## src/hw/rtl/tlds_pkg.sv

```systemverilog
`timescale 1ns / 1ps
// Shared types and constants for the tuner link deframer with SWR meter.
// Used by tlds_swr_unit and tuner_link_deframer_swr_top; no dependencies.
package tlds_pkg;

    // Meter frame: payload bytes followed by ";;"
    localparam int PAYLOAD_BYTES = 6;
    localparam int WINDOW_DEPTH  = PAYLOAD_BYTES + 1;
    localparam logic [3:0] HEAD_COUNT_MAX  = 4'd15;
    localparam logic [3:0] FRAME_MIN_BYTES = 4'(PAYLOAD_BYTES + 1);

    // Link characters
    localparam logic [7:0] CHAR_SEMI = 8'h3B;
    localparam logic [7:0] CHAR_X    = 8'h58;
    localparam logic [7:0] CHAR_F    = 8'h46;
    localparam logic [7:0] CHAR_T    = 8'h54;
    localparam logic [7:0] CHAR_P    = 8'h50;
    localparam logic [7:0] CHAR_C    = 8'h43;
    localparam logic [7:0] CHAR_A    = 8'h41;
    localparam logic [7:0] CHAR_S    = 8'h53;

    // SWR: cap at 99.9, also forced for reflection coefficient >= 0.999
    localparam logic [14:0] SWR_ONE_Q8 = 15'd256;
    localparam logic [14:0] SWR_CAP_Q8 = 15'd25574;
    localparam logic [19:0] RHO_SCALE  = 20'd1000000;
    localparam logic [19:0] RHO_LIMIT  = 20'd998001;
    localparam logic [4:0]  SQRT_STEPS = 5'd24;
    localparam logic [4:0]  DIV_STEPS  = 5'd26;

    // Result kinds
    localparam logic [1:0] KIND_TX    = 2'd0;
    localparam logic [1:0] KIND_METER = 2'd1;
    localparam logic [1:0] KIND_TUNE  = 2'd2;

    // Input commands
    localparam logic [2:0] CMD_RX        = 3'd0;
    localparam logic [2:0] CMD_TICK      = 3'd1;
    localparam logic [2:0] CMD_FULL_TUNE = 3'd2;
    localparam logic [2:0] CMD_MEM_TUNE  = 3'd3;
    localparam logic [2:0] CMD_BYPASS    = 3'd4;
    localparam logic [2:0] CMD_AUTO      = 3'd5;
    localparam logic [2:0] CMD_ANTENNA   = 3'd6;
    localparam logic [2:0] CMD_STREAM    = 3'd7;

    // Register map, selected by paddr[2]
    localparam int PADDR_W = 3;
    localparam logic REG_TIMEOUT = 1'b0;
    localparam logic REG_WAKE    = 1'b1;
    localparam logic [15:0] TIMEOUT_RESET = 16'd10000;
    localparam logic [7:0]  WAKE_RESET    = 8'd32;

    typedef struct packed {
        logic [2:0] command;
        logic [7:0] rx_byte;
    } item_t;

    typedef struct packed {
        logic [1:0]  kind;
        logic [7:0]  tx_byte;
        logic [15:0] forward_raw;
        logic [15:0] reflected_raw;
        logic [14:0] swr_q8;
        logic        tune_ok;
        logic        last;
    } result_t;

    typedef enum logic [1:0] {
        TS_IDLE,
        TS_TX,
        TS_SWR
    } top_state_t;

    typedef enum logic [3:0] {
        U_IDLE,
        U_MUL_R,
        U_MUL_F,
        U_CMP,
        U_MUL_FR,
        U_SQRT,
        U_NUM,
        U_DIV,
        U_CAP,
        U_DONE
    } unit_state_t;

    function automatic logic [7:0] cmd_letter(input logic [2:0] cmd);
        logic [7:0] letter;
        unique case (cmd)
            CMD_FULL_TUNE: letter = CHAR_F;
            CMD_MEM_TUNE:  letter = CHAR_T;
            CMD_BYPASS:    letter = CHAR_P;
            CMD_AUTO:      letter = CHAR_C;
            CMD_ANTENNA:   letter = CHAR_A;
            CMD_STREAM:    letter = CHAR_S;
            default:       letter = 8'd0;
        endcase
        return letter;
    endfunction

    function automatic result_t result_blank();
        result_t res;
        res.kind          = KIND_TX;
        res.tx_byte       = 8'd0;
        res.forward_raw   = 16'd0;
        res.reflected_raw = 16'd0;
        res.swr_q8        = SWR_ONE_Q8;
        res.tune_ok       = 1'b0;
        res.last          = 1'b0;
        return res;
    endfunction

endpackage

```

## src/hw/rtl/tuner_link_deframer_swr_top.sv

```systemverilog
`timescale 1ns / 1ps
// Top level of the tuner link deframer: command framing, meter deframing,
// tune tracking and APB registers. Uses tlds_pkg and tlds_swr_unit.
//
// Usage:
//   item channel (item_valid/item_stall/item): one command or received byte
//   per transfer. result channel (result_valid/result_stall/result): result
//   transfers, the final one of each item marked by last.
//   APB port: register 0 (0x0) tune timeout in ticks, register 1 (0x4) wake character.
// Sequencing:
//   - Received bytes and ticks are handled on acceptance; a tune-finished result is
//     offered in the cycle after the transfer.
//   - A command item gives three transmit transfers (wake byte, 'X', letter),
//     the first offered the cycle after acceptance, then one per unstalled cycle.
//   - The second ';' of a full meter frame starts the SWR unit: 24 root steps
//     and 26 divide steps through one shared subtractor, plus multiply, compare and
//     cap steps; the meter result is registered once done and the output is free.
//   - item_stall stays high while an item is still being worked off, and
//     whenever the output register holds a result that is being stalled.
// Reset: clears tune state, the byte window and the head count, loads the
//   register reset values and empties the output register.
// Receiver stall: the output register holds its result and the block
//   holds off new items until the result is taken.
module tuner_link_deframer_swr_top (
    input  logic                         clk,
    input  logic                         rst_n,
    input  logic                         item_valid,
    output logic                         item_stall,
    input  tlds_pkg::item_t              item,
    output logic                         result_valid,
    input  logic                         result_stall,
    output tlds_pkg::result_t            result,
    input  logic                         psel,
    input  logic                         penable,
    input  logic                         pwrite,
    input  logic [tlds_pkg::PADDR_W-1:0] paddr,
    input  logic [31:0]                  pwdata,
    output logic [31:0]                  prdata,
    output logic                         pready
);
    import tlds_pkg::*;

    top_state_t  state_reg, state_next;
    logic        tune_busy_reg, tune_busy_next;
    logic [15:0] timeout_reg, timeout_next;
    logic [3:0]  head_count_reg, head_count_next;
    logic        prev_semi_reg, prev_semi_next;
    logic        tx_step_reg, tx_step_next;
    logic [7:0]  letter_reg, letter_next;
    logic [7:0]  window_reg [WINDOW_DEPTH];
    logic        shift_en;

    logic [15:0] cfg_timeout_reg;
    logic [7:0]  cfg_wake_reg;
    logic        cfg_we;

    logic        result_valid_reg;
    result_t     result_reg, result_next;
    logic        result_load;
    logic        out_free;
    logic        item_acc;

    logic        unit_start;
    logic        unit_done;
    logic [14:0] unit_swr;
    logic [15:0] frame_fwd, frame_ref;

    // Output slot is free when empty or being taken this cycle
    assign out_free   = ~result_valid_reg | ~result_stall;
    assign item_stall = ~((state_reg == TS_IDLE) & out_free);
    assign item_acc   = item_valid & ~item_stall;

    assign frame_fwd = {window_reg[0], window_reg[1]};
    assign frame_ref = {window_reg[2], window_reg[3]};

    tlds_swr_unit u_swr (
        .clk   (clk),
        .rst_n (rst_n),
        .start (unit_start),
        .fwd   (frame_fwd),
        .refl  (frame_ref),
        .done  (unit_done),
        .swr   (unit_swr)
    );

    // APB registers
    assign pready = 1'b1;
    assign cfg_we = psel & penable & pwrite;

    always_ff @(posedge clk or negedge rst_n)
    begin
        if (!rst_n)
        begin
            cfg_timeout_reg <= TIMEOUT_RESET;
            cfg_wake_reg    <= WAKE_RESET;
        end
        else if (cfg_we)
        begin
            unique case (paddr[2])
                REG_TIMEOUT: cfg_timeout_reg <= pwdata[15:0];
                REG_WAKE:    cfg_wake_reg    <= pwdata[7:0];
                default:     cfg_wake_reg    <= cfg_wake_reg;
            endcase
        end
    end

    always_comb
    begin
        unique case (paddr[2])
            REG_TIMEOUT: prdata = {16'd0, cfg_timeout_reg};
            REG_WAKE:    prdata = {24'd0, cfg_wake_reg};
            default:     prdata = 32'd0;
        endcase
    end

    // Control state
    always_ff @(posedge clk or negedge rst_n)
    begin
        if (!rst_n)
        begin
            state_reg        <= TS_IDLE;
            tune_busy_reg    <= 1'b0;
            timeout_reg      <= 16'd0;
            head_count_reg   <= 4'd0;
            prev_semi_reg    <= 1'b0;
            tx_step_reg      <= 1'b0;
            result_valid_reg <= 1'b0;
            for (int i = 0; i < WINDOW_DEPTH; i++)
                window_reg[i] <= 8'd0;
        end
        else
        begin
            state_reg      <= state_next;
            tune_busy_reg  <= tune_busy_next;
            timeout_reg    <= timeout_next;
            head_count_reg <= head_count_next;
            prev_semi_reg  <= prev_semi_next;
            tx_step_reg    <= tx_step_next;
            if (result_load)
                result_valid_reg <= 1'b1;
            else if (out_free)
                result_valid_reg <= 1'b0;
            // Advance the byte window; the newest byte enters at the top
            if (shift_en)
            begin
                for (int i = 0; i < WINDOW_DEPTH - 1; i++)
                    window_reg[i] <= window_reg[i + 1];
                window_reg[WINDOW_DEPTH - 1] <= item.rx_byte;
            end
        end
    end

    // Payload registers
    always_ff @(posedge clk)
    begin
        letter_reg <= letter_next;
        if (result_load)
            result_reg <= result_next;
    end

    always_comb
    begin
        state_next      = state_reg;
        tune_busy_next  = tune_busy_reg;
        timeout_next    = timeout_reg;
        head_count_next = head_count_reg;
        prev_semi_next  = prev_semi_reg;
        tx_step_next    = tx_step_reg;
        letter_next     = letter_reg;
        shift_en        = 1'b0;
        unit_start      = 1'b0;
        result_load     = 1'b0;
        result_next     = result_blank();

        unique case (state_reg)
            TS_IDLE:
            begin
                if (item_acc)
                begin
                    unique case (item.command) inside
                        CMD_RX:
                        begin
                            if (tune_busy_reg && head_count_reg == 4'd0 && item.rx_byte[7])
                            begin
                                // Tune status byte at the head of the stream
                                tune_busy_next      = 1'b0;
                                timeout_next        = 16'd0;
                                result_load         = 1'b1;
                                result_next.kind    = KIND_TUNE;
                                result_next.tune_ok = item.rx_byte[0];
                                result_next.last    = 1'b1;
                            end
                            else if (item.rx_byte == CHAR_SEMI && prev_semi_reg)
                            begin
                                // Frame end; short frames are dropped
                                if (head_count_reg >= FRAME_MIN_BYTES)
                                begin
                                    unit_start = 1'b1;
                                    state_next = TS_SWR;
                                end
                                head_count_next = 4'd0;
                                prev_semi_next  = 1'b0;
                            end
                            else
                            begin
                                shift_en = 1'b1;
                                if (head_count_reg != HEAD_COUNT_MAX)
                                    head_count_next = head_count_reg + 4'd1;
                                prev_semi_next = (item.rx_byte == CHAR_SEMI);
                            end
                        end
                        CMD_TICK:
                        begin
                            if (tune_busy_reg)
                            begin
                                if (timeout_reg <= 16'd1)
                                begin
                                    timeout_next     = 16'd0;
                                    tune_busy_next   = 1'b0;
                                    result_load      = 1'b1;
                                    result_next.kind = KIND_TUNE;
                                    result_next.last = 1'b1;
                                end
                                else
                                begin
                                    timeout_next = timeout_reg - 16'd1;
                                end
                            end
                        end
                        default:
                        begin
                            // Command sequence: wake byte first
                            if (item.command == CMD_FULL_TUNE || item.command == CMD_MEM_TUNE)
                            begin
                                tune_busy_next = 1'b1;
                                timeout_next   = cfg_timeout_reg;
                            end
                            letter_next         = cmd_letter(item.command);
                            tx_step_next        = 1'b0;
                            result_load         = 1'b1;
                            result_next.tx_byte = cfg_wake_reg;
                            state_next          = TS_TX;
                        end
                    endcase
                end
            end
            TS_TX:
            begin
                if (out_free)
                begin
                    result_load         = 1'b1;
                    result_next.tx_byte = tx_step_reg ? letter_reg : CHAR_X;
                    result_next.last    = tx_step_reg;
                    tx_step_next        = 1'b1;
                    if (tx_step_reg)
                        state_next = TS_IDLE;
                end
            end
            TS_SWR:
            begin
                if (unit_done && out_free)
                begin
                    result_load               = 1'b1;
                    result_next.kind          = KIND_METER;
                    result_next.forward_raw   = frame_fwd;
                    result_next.reflected_raw = frame_ref;
                    result_next.swr_q8        = unit_swr;
                    result_next.last          = 1'b1;
                    state_next                = TS_IDLE;
                end
            end
            default:
            begin
                state_next = TS_IDLE;
            end
        endcase
    end

    assign result_valid = result_valid_reg;
    assign result       = result_reg;

`ifndef NO_ASSERTIONS
    // A tune command arms the timeout from the register
    a_tune_arms: assert property (@(posedge clk) disable iff (!rst_n)
        item_acc && (item.command == CMD_FULL_TUNE || item.command == CMD_MEM_TUNE)
        |=> tune_busy_reg && timeout_reg == $past(cfg_timeout_reg))
        else $error("tune command did not arm the timeout");

    // An idle tuner never holds a running timeout
    a_idle_timeout: assert property (@(posedge clk) disable iff (!rst_n)
        !tune_busy_reg |-> timeout_reg == 16'd0)
        else $error("timeout left running while not tuning");

    // Meter readings stay within 1.0 and the cap
    a_swr_range: assert property (@(posedge clk) disable iff (!rst_n)
        result_valid_reg && result_reg.kind == KIND_METER
        |-> result_reg.swr_q8 >= SWR_ONE_Q8 && result_reg.swr_q8 <= SWR_CAP_Q8)
        else $error("meter SWR out of range");

    // Meter and tune results are always the last of their item
    a_single_last: assert property (@(posedge clk) disable iff (!rst_n)
        result_valid_reg && result_reg.kind != KIND_TX |-> result_reg.last)
        else $error("single result not marked last");
`endif

endmodule

```

## src/hw/rtl/tlds_swr_unit.sv

```systemverilog
`timescale 1ns / 1ps
// Iterative SWR unit: one 16x20 multiplier and one shared subtract/compare
// serve the cap test, the bit-serial square root and the restoring divide. Uses tlds_pkg.
module tlds_swr_unit (
    input  logic        clk,
    input  logic        rst_n,
    input  logic        start,
    input  logic [15:0] fwd,
    input  logic [15:0] refl,
    output logic        done,
    output logic [14:0] swr
);
    import tlds_pkg::*;

    unit_state_t state_reg, state_next;
    logic [4:0]  cnt_reg, cnt_next;

    logic [15:0] f_reg, r_reg, den_reg;
    logic [35:0] prod_reg, lhs_reg;
    logic [47:0] rad_reg;
    logic [23:0] root_reg;
    logic [26:0] rem_reg;
    logic [25:0] num_reg, quo_reg;
    logic [14:0] swr_reg;

    logic [15:0] mul_a;
    logic [19:0] mul_b;
    logic [35:0] mul_p;
    logic [35:0] sub_a, sub_b;
    logic [36:0] sub_d;
    logic        sub_ge;
    logic [26:0] sq_a, sq_b;
    logic [16:0] dv_a, dv_b;
    logic [16:0] sum_fr;

    // Shared multiplier
    always_comb
    begin
        mul_a = 16'd0;
        mul_b = 20'd0;
        unique case (state_reg)
            U_MUL_R:
            begin
                mul_a = r_reg;
                mul_b = RHO_SCALE;
            end
            U_MUL_F:
            begin
                mul_a = f_reg;
                mul_b = RHO_LIMIT;
            end
            U_MUL_FR:
            begin
                mul_a = f_reg;
                mul_b = {4'd0, r_reg};
            end
            default:
            begin
                mul_a = 16'd0;
                mul_b = 20'd0;
            end
        endcase
    end

    assign mul_p = {20'd0, mul_a} * {16'd0, mul_b};

    // Shared subtract/compare
    assign sq_a = {rem_reg[24:0], rad_reg[47:46]};
    assign sq_b = {1'b0, root_reg, 2'b01};
    assign dv_a = {rem_reg[15:0], num_reg[25]};
    assign dv_b = {1'b0, den_reg};

    always_comb
    begin
        sub_a = 36'd0;
        sub_b = 36'd0;
        unique case (state_reg)
            U_CMP:
            begin
                sub_a = lhs_reg;
                sub_b = prod_reg;
            end
            U_SQRT:
            begin
                sub_a = {9'd0, sq_a};
                sub_b = {9'd0, sq_b};
            end
            U_DIV:
            begin
                sub_a = {19'd0, dv_a};
                sub_b = {19'd0, dv_b};
            end
            U_CAP:
            begin
                sub_a = {21'd0, SWR_CAP_Q8};
                sub_b = {10'd0, quo_reg};
            end
            default:
            begin
                sub_a = 36'd0;
                sub_b = 36'd0;
            end
        endcase
    end

    assign sub_d  = {1'b0, sub_a} - {1'b0, sub_b};
    assign sub_ge = ~sub_d[36];
    assign sum_fr = {1'b0, f_reg} + {1'b0, r_reg};

    always_ff @(posedge clk or negedge rst_n)
    begin
        if (!rst_n)
        begin
            state_reg <= U_IDLE;
            cnt_reg   <= 5'd0;
        end
        else
        begin
            state_reg <= state_next;
            cnt_reg   <= cnt_next;
        end
    end

    always_comb
    begin
        state_next = state_reg;
        cnt_next   = cnt_reg;
        unique case (state_reg)
            U_IDLE, U_DONE:
            begin
                if (start)
                    state_next = U_MUL_R;
            end
            U_MUL_R:  state_next = (f_reg == 16'd0) ? U_DONE : U_MUL_F;
            U_MUL_F:  state_next = U_CMP;
            U_CMP:    state_next = sub_ge ? U_DONE : U_MUL_FR;
            U_MUL_FR:
            begin
                state_next = U_SQRT;
                cnt_next   = 5'd0;
            end
            U_SQRT:
            begin
                cnt_next = cnt_reg + 5'd1;
                if (cnt_reg == SQRT_STEPS - 5'd1)
                    state_next = U_NUM;
            end
            U_NUM:
            begin
                state_next = U_DIV;
                cnt_next   = 5'd0;
            end
            U_DIV:
            begin
                cnt_next = cnt_reg + 5'd1;
                if (cnt_reg == DIV_STEPS - 5'd1)
                    state_next = U_CAP;
            end
            U_CAP:    state_next = U_DONE;
            default:  state_next = U_IDLE;
        endcase
    end

    // Datapath
    always_ff @(posedge clk)
    begin
        unique case (state_reg)
            U_IDLE, U_DONE:
            begin
                if (start)
                begin
                    f_reg <= fwd;
                    r_reg <= refl;
                end
            end
            U_MUL_R:
            begin
                prod_reg <= mul_p;
                if (f_reg == 16'd0)
                    swr_reg <= SWR_ONE_Q8;
            end
            U_MUL_F:
            begin
                lhs_reg  <= prod_reg;
                prod_reg <= mul_p;
            end
            U_CMP:
            begin
                if (sub_ge)
                    swr_reg <= SWR_CAP_Q8;
                root_reg <= 24'd0;
                rem_reg  <= 27'd0;
            end
            U_MUL_FR:
            begin
                rad_reg <= {mul_p[31:0], 16'd0};
            end
            U_SQRT:
            begin
                rad_reg <= {rad_reg[45:0], 2'b00};
                if (sub_ge)
                begin
                    rem_reg  <= sub_d[26:0];
                    root_reg <= {root_reg[22:0], 1'b1};
                end
                else
                begin
                    rem_reg  <= sq_a;
                    root_reg <= {root_reg[22:0], 1'b0};
                end
            end
            U_NUM:
            begin
                num_reg <= {1'b0, sum_fr, 8'd0} + {1'b0, root_reg, 1'b0};
                den_reg <= f_reg - r_reg;
                rem_reg <= 27'd0;
                quo_reg <= 26'd0;
            end
            U_DIV:
            begin
                num_reg <= {num_reg[24:0], 1'b0};
                if (sub_ge)
                begin
                    rem_reg <= {10'd0, sub_d[16:0]};
                    quo_reg <= {quo_reg[24:0], 1'b1};
                end
                else
                begin
                    rem_reg <= {10'd0, dv_a};
                    quo_reg <= {quo_reg[24:0], 1'b0};
                end
            end
            U_CAP:
            begin
                swr_reg <= sub_ge ? quo_reg[14:0] : SWR_CAP_Q8;
            end
            default:
            begin
            end
        endcase
    end

    assign done = (state_reg == U_DONE);
    assign swr  = swr_reg;

endmodule

```

## config.mk

```make
export PLATFORM = sky130hd
export DESIGN_NAME = tuner_link_deframer_swr_top
export DESIGN_NICKNAME = d
export VERILOG_FILES = /design/src/hw/rtl/tlds_pkg.sv /design/src/hw/rtl/tuner_link_deframer_swr_top.sv /design/src/hw/rtl/tlds_swr_unit.sv
export SDC_FILE = /design/constraint.sdc
export NUM_CORES = 2
export LEC_CHECK = 0
export BUFFER_PORTS_ARGS = -buffer_cell sky130_fd_sc_hd__clkbuf_2
export CAP_MARGIN = 20
export CORE_MARGIN = 1
export CORE_UTILIZATION = 65
export CTS_BUF_LIST = sky130_fd_sc_hd__clkbuf_4
export CTS_CLUSTER_SIZE = 16
export DETAILED_ROUTE_END_ITERATION = 7
export PLACE_DENSITY = 0.95
export SLEW_MARGIN = 20
export SYNTH_ARGS = -nofsm -noshare
export SYNTH_HDL_FRONTEND = slang
export SYNTH_SLANG_ARGS = --single-unit
export TNS_END_PERCENT = 30
```

## constraint.sdc

```tcl
create_clock -name clk -period 9.5 [get_ports clk]
set_clock_uncertainty 0.1 [all_clocks]
set_input_delay 1.9 -clock clk [delete_from_list [all_inputs] [get_ports clk]]
set_output_delay 1.9 -clock clk [all_outputs]
set_load 0.05 [all_outputs]
```

==> flow_metrics.tcl <==
set metrics [dict create \
    remaining_drc_errors 2 \
    clk_latency_ns 0.89 \
    period_minus_slack_ns 8.60 \
    drive_gt1_frac 0.127 \
    r2r_cells 26 \
    start_util 0.660 \
    synthArstFlopShare 0.258 \
    total_power_uw 5050 \
    largest_register_ffs 59 \
    synth_top_cell_by_area "edfxtp_1" \
    grt_max_degree 94 \
    fin_nets 3800 \
    cts_tree "yes" \
    synthToLayoutAreaGrowth_pct 8.11 \
    cts_resized 0 \
    critical_path.most_common_cell "fa_1" \
    seq_area_um2 12800 \
    filler_cell_count 3144 \
    die_area_um2 50600 \
    final_common_cell "nand2_1" \
    io_buffers 111 \
    cts_made_buffers 108 \
    grt_pass1_wl_mm 135 \
    cp-startpoint "u_swr.state_reg[3]$_DFFE_PN0P_" \
    synth_top_area_frac 0.308 \
    setup_viol 0 \
    ys.flop_type "edfxtp_1" \
    dr.first_iter.drc_count 3141 \
    ctsHoldBuffers 0 \
    critPathLaunchType "flop" \
    slew_headroom 0.167 \
    slew_violations 0 \
    drv_cap 0 \
    drtPass1Iterations 8 \
    final_cell_mix "500 x nand2_1, 369 x inv_1, 331 x edfxtp_1" \
    rsz0062_at_grt "false" \
    finalNonFillerCells 4041 \
    ys_top_cells_by_area "edfxtp_1 31%, fa_1 16%, dfrtp_1 8.4%" \
    r2r_end "u_swr.rad_reg[47]$_DFFE_PP_" \
    ys_types 82 \
    leakage_uw 0.0158 \
    crit_family "adder cells" \
    critPathCaptureType "flop" \
    seq_area_frac_synth 0.397 \
    grt_pass1_vias 25400 \
    avgSynthCellArea_um2 10.2 \
    multi_input_area_um2 17500 \
    root_buffer "clkbuf_4" \
    yosys_warnings 0 \
    cts_num_sinks 446 \
    place.gp.congestion 0.994 \
    cp.required_ns 9.99 \
    coreArea_um2 49000 \
    synth_edf_count 331 \
    crit_fanout 31 \
    grt_most_used_layer "met2" \
    r2r_setup_slack_ns 0.90 \
    cts_setup_buffers 0 \
    worst-path-buf-inv 5 \
    fp-row-count 81 \
    clockBufferDepth 3 \
    die_w_um 225 \
    period_share 0.905 \
    post_drt_wl_per_cell_um 21.1 \
    io_pins 147 \
    antenna_found_initial 2 \
    status "complete, but fails checks" \
    worst_pin_slew_ns 1.25 \
    path_class "flop to flop" \
    failed_checks "DRC" \
    dp_hpwl_mm 61.2 \
    final.setup.tns_ns 0 \
    synth_seq_cells 446 \
    power.density_nw_per_um2 145 \
    fin_area_um2 34900 \
    hold_viol 0 \
    clk_pin_slew_ns 0.07 \
    gr-usage-all-layers 0.346 \
    htreeDepth 3 \
    vias 25400 \
    ant_nets 0 \
    placed_area_um2 33400 \
    met3_usage 0.0786 \
    die_h_um 225 \
    netlist_instances 3171 \
    met1_usage 0.441 \
    ir_drop_mv 0.198 \
    placed_cells 3852 \
    met2_usage 0.548 \
    hp-class "flop to flop" \
    crit_path_max_incr_delay_ns 0.77 \
    grt-ovfl-total 0 \
    crit_slowest_cell "a22oi_1" \
    crit-reg2reg-launch "u_swr.state_reg[3]$_DFFE_PN0P_" \
    crit_arrival_ns 9.09 \
    max_freq_mhz 116 \
    drt_wl_total_mm 85.1 \
    crit_cells 26 \
    syn_area_um2 32300 \
    critPathCapture "u_swr.rad_reg[47]$_DFFE_PP_" \
    avgViaCountPerCell 6.27 \
]
[layer usage]
metal	vias up	wire [µm]
met5	-	0
met2	1672	39500
met3	380	8950
met4	0	5060
li1	11000	-
met1	12300	31600
[final cells by class]
cell class | instances | share of cell area
inverters | 370 | 0.0398
diodes | 3 | 0.000215
multi-input cells | 2217 | 0.501
flip-flops and latches | 446 | 0.367
clock inverters | 15 | 0.00505
repair buffers | 155 | 0.0255
clock buffers | 171 | 0.0368
well taps | 664 | 0.0238
[logic make-up after synthesis]
kind of cell	share of synthesized area
XOR/XNOR	0.0244
flip-flops	0.397
multiplexers	0.0210
buffers and inverters	0.0645
AND/OR/NAND/NOR	0.152
adder cells (fa/ha/maj)	0.232
AO/OA/AOI/OAI	0.109
other	0.000233
[Yosys cell counts, drive strengths merged, types with 8 or more instances]
cell type and number:
edfxtp 331, nor2 239, inv 370, nor2b 27, o21a 9, a22o 30, xor2 32, o211ai 9
a221oi 28, and3 40, a21oi 125, dfrtp 109, ha 199, nand2b 27, a22oi 37, buf 51
a21o 45, or2 8, nand4 12, a211oi 15, a21boi 17, o21bai 16, clkbuf 102, and2 93
xnor2 58, nand3 39, o22ai 10, nor4 17, or3 10, mux2i 16, nand2 503, fa 250
mux2 46, o21ai 109, a222oi 10, nor3 46
[worst min-delay path, delay by kind of cell, from the launching register on]
kind / cells / cell delay [ns]
simple gates: 2 / 0.11
flops: 1 / 0.36
[through the flow]
stage | hold slack [ns] | setup slack, ns | util
after floorplan | 0.325 | 1.25 | -
after global placement | 0.330 | 1.31 | 0.683
after detailed placement | 0.339 | 1.16 | 0.683
after CTS | 0.300 | 1.08 | 0.713
after global routing | 0.355 | 0.704 | 0.713
final | 0.304 | 0.904 | 0.713
[where the power goes]
group	internal [µW]	total [µW]	switching, µW
sequential	2330	2470	146
clock	917	1700	782
combinational	186	876	691
total	3430	5050	1620
[worst min path at each step]
stage | startpoint | endpoint | slack, ns | depth (start not counted)
floorplan | u_swr.prod_reg[25]$_DFFE_PP_ | u_swr.lhs_reg[25]$_DFFE_PP_ | 0.33 | 0
global placement | u_swr.prod_reg[28]$_DFFE_PP_ | u_swr.lhs_reg[28]$_DFFE_PP_ | 0.33 | 0
detailed placement | u_swr.prod_reg[17]$_DFFE_PP_ | u_swr.lhs_reg[17]$_DFFE_PP_ | 0.34 | 0
CTS | window_reg[7]$_DFFE_PN0P_ | window_reg[15]$_DFFE_PN0P_ | 0.30 | 2
global route | window_reg[16]$_DFFE_PN0P_ | frame_ref[0]$_DFFE_PN0P_ | 0.36 | 2
finish | window_reg[7]$_DFFE_PN0P_ | window_reg[15]$_DFFE_PN0P_ | 0.30 | 2
Power figures use the tool's default switching activity.
